## src/sv/ptb_pkg.sv

```systemverilog
// Shared types and constants for the pausable time base.
// Used by the converter and the top level.
package ptb_pkg;

  localparam int TICK_W  = 64;
  localparam int RATE_W  = 40;
  localparam int COUNT_W = 32;
  localparam int AMT_W   = 32;
  localparam int US_W    = 64;

  localparam logic [RATE_W-1:0] MICROS_PER_SECOND = RATE_W'(1000000);
  localparam logic [RATE_W-1:0] TICK_RATE_RESET   = RATE_W'(10000000);

  // Configuration register indexes.
  localparam logic CFG_TICK_RATE    = 1'b0;
  localparam logic CFG_CONVERT_MODE = 1'b1;

  // Input command codes.
  localparam logic CMD_ADVANCE = 1'b0;
  localparam logic CMD_RESTART = 1'b1;

  typedef struct packed {
    logic              command;
    logic [AMT_W-1:0]  amount;
    logic              advance_virtual;
  } request_t;

  typedef struct packed {
    logic [US_W-1:0]    now_micros;
    logic [US_W-1:0]    before_micros;
    logic [US_W-1:0]    virtual_micros;
    logic [US_W-1:0]    before_virtual_micros;
    logic [COUNT_W-1:0] frame_count;
    logic [COUNT_W-1:0] virtual_frame_count;
  } result_t;

  typedef struct packed {
    logic start;
    logic mode;
  } conv_ctrl_t;

endpackage

```

## src/sv/ptb_convert.sv

```systemverilog
// Tick-to-microsecond converter: bit-serial multiply, then restoring divide.
// Depends on ptb_pkg for widths and the microseconds-per-second constant.
module ptb_convert (
  input  logic                        clk,
  input  logic                        rst,
  input  ptb_pkg::conv_ctrl_t         ctrl,
  input  logic [ptb_pkg::TICK_W-1:0]  ticks,
  input  logic [ptb_pkg::RATE_W-1:0]  rate,
  output logic                        busy,
  output logic [ptb_pkg::US_W-1:0]    micros
);

  localparam int TW     = ptb_pkg::TICK_W;
  localparam int RW     = ptb_pkg::RATE_W;
  localparam int PROD_W = TW + RW;
  localparam int STEP_W = $clog2(PROD_W);
  localparam logic [STEP_W-1:0] MUL_LAST = STEP_W'(RW - 1);
  localparam logic [STEP_W-1:0] DIV_LAST = STEP_W'(PROD_W - 1);

  localparam logic [1:0] S_IDLE = 2'd0;
  localparam logic [1:0] S_MUL  = 2'd1;
  localparam logic [1:0] S_DIV  = 2'd2;

  logic [1:0]        state;
  logic [STEP_W-1:0] count;
  logic [PROD_W-1:0] prod;
  logic [TW-1:0]     mcand;
  logic [RW-1:0]     divisor;
  logic [RW-1:0]     rem;

  logic [TW:0]   mul_sum;
  logic [RW:0]   trial;
  logic [RW:0]   diff;
  logic          fits;
  logic [RW-1:0] rem_next;

  // The multiplier sits in the low bits of prod and is shifted out LSB first
  // while the partial sums come in from the top.
  always_comb begin
    mul_sum  = {1'b0, prod[PROD_W-1:RW]} + {1'b0, (prod[0] ? mcand : {TW{1'b0}})};
    trial    = {rem, prod[PROD_W-1]};
    diff     = trial - {1'b0, divisor};
    fits     = (trial >= {1'b0, divisor});
    rem_next = fits ? diff[RW-1:0] : trial[RW-1:0];
  end

  always_ff @(posedge clk) begin
    if (rst) begin
      state <= S_IDLE;
      count <= '0;
    end else begin
      unique case (state)
        S_IDLE: begin
          if (ctrl.start) begin
            mcand   <= ticks;
            prod    <= {{TW{1'b0}}, (ctrl.mode ? rate : ptb_pkg::MICROS_PER_SECOND)};
            divisor <= ctrl.mode ? ptb_pkg::MICROS_PER_SECOND : rate;
            count   <= '0;
            state   <= S_MUL;
          end
        end
        S_MUL: begin
          prod <= {mul_sum, prod[RW-1:1]};
          if (count == MUL_LAST) begin
            count <= '0;
            rem   <= '0;
            state <= S_DIV;
          end else begin
            count <= count + 1'b1;
          end
        end
        S_DIV: begin
          // Dividend bits leave at the top, quotient bits enter at the bottom.
          prod <= {prod[PROD_W-2:0], fits};
          rem  <= rem_next;
          if (count == DIV_LAST) begin
            state <= S_IDLE;
          end else begin
            count <= count + 1'b1;
          end
        end
        default: state <= S_IDLE;
      endcase
    end
  end

  assign busy   = (state != S_IDLE);
  assign micros = (divisor == '0) ? {ptb_pkg::US_W{1'b1}} : prod[ptb_pkg::US_W-1:0];

endmodule

```

## config.mk

```make
export PLATFORM = sky130hd
export DESIGN_NAME = ptb_convert
export DESIGN_NICKNAME = d
export VERILOG_FILES = /design/src/sv/ptb_pkg.sv /design/src/sv/ptb_convert.sv
export SDC_FILE = /design/constraint.sdc
export NUM_CORES = 1
export LEC_CHECK = 0
export CAP_MARGIN = 10
export CORE_MARGIN = 3
export CORE_UTILIZATION = 59
export CTS_CLUSTER_SIZE = 20
export DETAILED_ROUTE_END_ITERATION = 8
export DONT_BUFFER_PORTS = 1
export PLACE_DENSITY = 0.82
export SLEW_MARGIN = 10
export SYNTH_ARGS = -nofsm -noshare
export SYNTH_HDL_FRONTEND = slang
export SYNTH_SLANG_ARGS = --single-unit
```

## constraint.sdc

```tcl
create_clock -name clk -period 9.35 [get_ports clk]
set_clock_uncertainty 0.2 [all_clocks]
set_input_delay 0.935 -clock clk [delete_from_list [all_inputs] [get_ports clk]]
set_output_delay 0.935 -clock clk [all_outputs]
set_load 0.01 [all_outputs]
```

==> results.sh <==
export IMPL_fillCellCount=2269
export IMPL_fin_nets=1987
export IMPL_drc=0
export IMPL_grt_start_max_net_pins=75
export IMPL_setup_tns_final_ps=0
export IMPL_critPathCapture="micros[40]"
export IMPL_portBuffers=0
export IMPL_ant_nets=0
export IMPL_synth_area_leaders="edfxtp_1, ha_1, a21oi_1"
export IMPL_core_area_um2=29100
export IMPL_critical_path_class="reg2out"
export IMPL_tritoncts="done"
export IMPL_drv_cap=0
export IMPL_root_buffer="clkbuf_16"
export IMPL_wl_um=45000
export IMPL_die_area_um2=32100
export IMPL_dpl_worst_slack_ps=5040
export IMPL_path_max_fanout=47
export IMPL_grt_use_total_pct=27.4
export IMPL_rsz0062_at_grt="no"
export IMPL_htreeDepth=1
export IMPL_yosysUniqueCellTypes=80
export IMPL_end_kind="output port"
export IMPL_final_util_pct=64.9
export IMPL_cts_sinks=257
export IMPL_drive_gt1_share_pct=9.27
export IMPL_synth_top_area_cell="edfxtp_1"
export IMPL_finalWorstSetupSlack_ps=4830
export IMPL_worstPathArrival_ps=3390
export IMPL_clk_insertion_delay_late_ps=560
export IMPL_die_w_um=179
export IMPL_setup_viol=0
export IMPL_place_area_um2=17800
export IMPL_grt_antenna_before_repair=0
export IMPL_syn_to_final_growth_pct=6.81
export IMPL_status="complete, no violations"
export IMPL_syn_num_nets=2053
export IMPL_hp_class="in2reg"
export IMPL_ir_drop_mv=0.229
export IMPL_placementRows=62
export IMPL_yosysSeqAreaShare_pct=43.2
export IMPL_cts_made_buffers=29
export IMPL_yosys_register_bits=257
export IMPL_netlist_area_um2=17700
export IMPL_overflow=0
export IMPL_die_height_um=179
export IMPL_layout_min_cycle_time_ps=4520
export IMPL_reg2reg_depth=15
export IMPL_wl_per_cell_um=20.7
export IMPL_ys_flop_type="edfxtp_1"
export IMPL_r2r_end="prod[89]"
export IMPL_hold_buffers=0
export IMPL_drt_first_pass_iters=6
export IMPL_fin_area_um2=18900
export IMPL_syn_avg_cell_area_um2=9.63
export IMPL_clk_path_buf_depth=3
export IMPL_synth_edff_count=248
export IMPL_tightestPinTransition_ps=1050
export IMPL_vias=14000
export IMPL_drtIter0Drc=1528
export IMPL_io_pin_count=173
export IMPL_slew_headroom_pct=29.8
export IMPL_r2r_slack_ps=5030
export IMPL_period_share_pct=48.4
export IMPL_cts_resized=0
export IMPL_yosysWarningCount=0
export IMPL_dp_hpwl_um=32400
export IMPL_fmax_mhz=221
export IMPL_synthArstFlopShare_pct=0
export IMPL_grt_pass1_wl_um=70700
export IMPL_viasPerCell=6.44
export IMPL_drv_slew=0
export IMPL_power_leakage_nw=7.38
export IMPL_r2r_start="prod[0]"
export IMPL_p_per_area_nw_per_um2=321
export IMPL_synthCells=1834
export IMPL_finalPower_mw=6.06
export IMPL_clk_pin_slew_worst_paths_ps=60
export IMPL_crit_required_ps=8220
export IMPL_hold_viol_final=0
export IMPL_start_util_pct=60.7
export IMPL_first_global_vias=13400
export IMPL_place_congestion=1.00
export IMPL_crit_path_start="divisor[19]"
export IMPL_synth_top_cell_area_share_pct=42.1
export IMPL_postCtsSetupBuffers=0
export IMPL_startpoint_type="flop"
## cell usage in the layout (no fill, tap or decap), drive strengths merged, types with 13 or more instances in the layout
cell type    n
buf         14
a21o        60
xor2        42
nor3        18
and2        70
nor2b       65
and3        14
nor2       123
a22o        67
xnor2       51
o21a        16
a31oi       17
nand2      131
nand3       31
clkbuf      36
a21oi      156
inv         74
a22oi       29
nor4        18
or2         76
o21ai      105
o21bai      21
ha         109
nand4       39
nand2b      13
edfxtp     248
mux2i       16
## flip-flops by register name, summed over array words and instances, names as in the netlist
name     count
divisor     40
state        2
mcand       64
rem         40
prod       104
count        7
## power breakdown
group / total [mW] / switching [mW] / internal [mW] / leakage, nW
clock network: 1.22 / 0.469 / 0.755 / 0.508
registers: 1.83 / 0.176 / 1.65 / 2.44
logic: 3.00 / 1.88 / 1.13 / 4.44
## critical path: stages (launching register included)
cell,delay (ps)
edfxtp_1,400
nor4_1,560
nand4_1,240
nor3_2,880
buf_4,510
or2_2,230
## Yosys cell counts, drive strengths merged (17+ instances only)
master	n
a22o	67
nor2b	65
and2	70
nand3	31
clkbuf	81
o21bai	21
nand2	131
xnor2	51
a21oi	156
nor3	18
edfxtp	248
nor2	123
nor4	18
buf	30
ha	109
xor2	42
inv	74
a22oi	29
a21o	60
a31oi	17
or2	76
nand4	39
o21ai	105
## layout make-up
| class | count | area [um^2] | area share [%] |
|---|---|---|---|
| multi-input cells | 1392 | 9340 | 49.5 |
| flip-flops and latches | 257 | 7630 | 40.4 |
| clock buffers | 36 | 815 | 4.32 |
| well taps | 384 | 480 | 2.55 |
| inverters | 74 | 278 | 1.47 |
| clock inverters | 17 | 225 | 1.19 |
| repair buffers | 14 | 105 | 0.557 |
| diodes | 2 | 5.00 | 0.0265 |
## per-layer routing
layer	vias up	track usage [%]	share of wire (%)
li1	6627	-	-
met1	6620	38.6	43
met2	674	43.4	46
met3	97	4.60	8.6
met4	0	8.70	2.9
met5	-	0	0
## per-stage QoR
stage,hold WS (ps),cells
after floorplan,284,1834
after global placement,299,2121
after CTS,236,2174
final,256,2176
after detailed placement,319,2121
after global routing,239,2174
## how the worst min path moves through the flow
stage	start	to	slack [ps]	cells after the start
after CTS	rst	count[2]	240	1
after detailed placement	count[6]	count[6]	320	2
final	rst	count[2]	260	1
after global routing	rst	state[0]	240	1
after global placement	count[6]	count[6]	300	2
after floorplan	count[6]	count[6]	280	2
## logic make-up after synthesis
group	count (synthesis)	share of synthesized area, %
compound gates	546	20.6
simple gates	626	18.6
fa+ha+maj	111	7.95
buf+inv	185	4.22
xor+xnor	93	4.61
mux	16	0.906
flops	257	43.2
No activity file was read; power rests on OpenSTA's default activity.
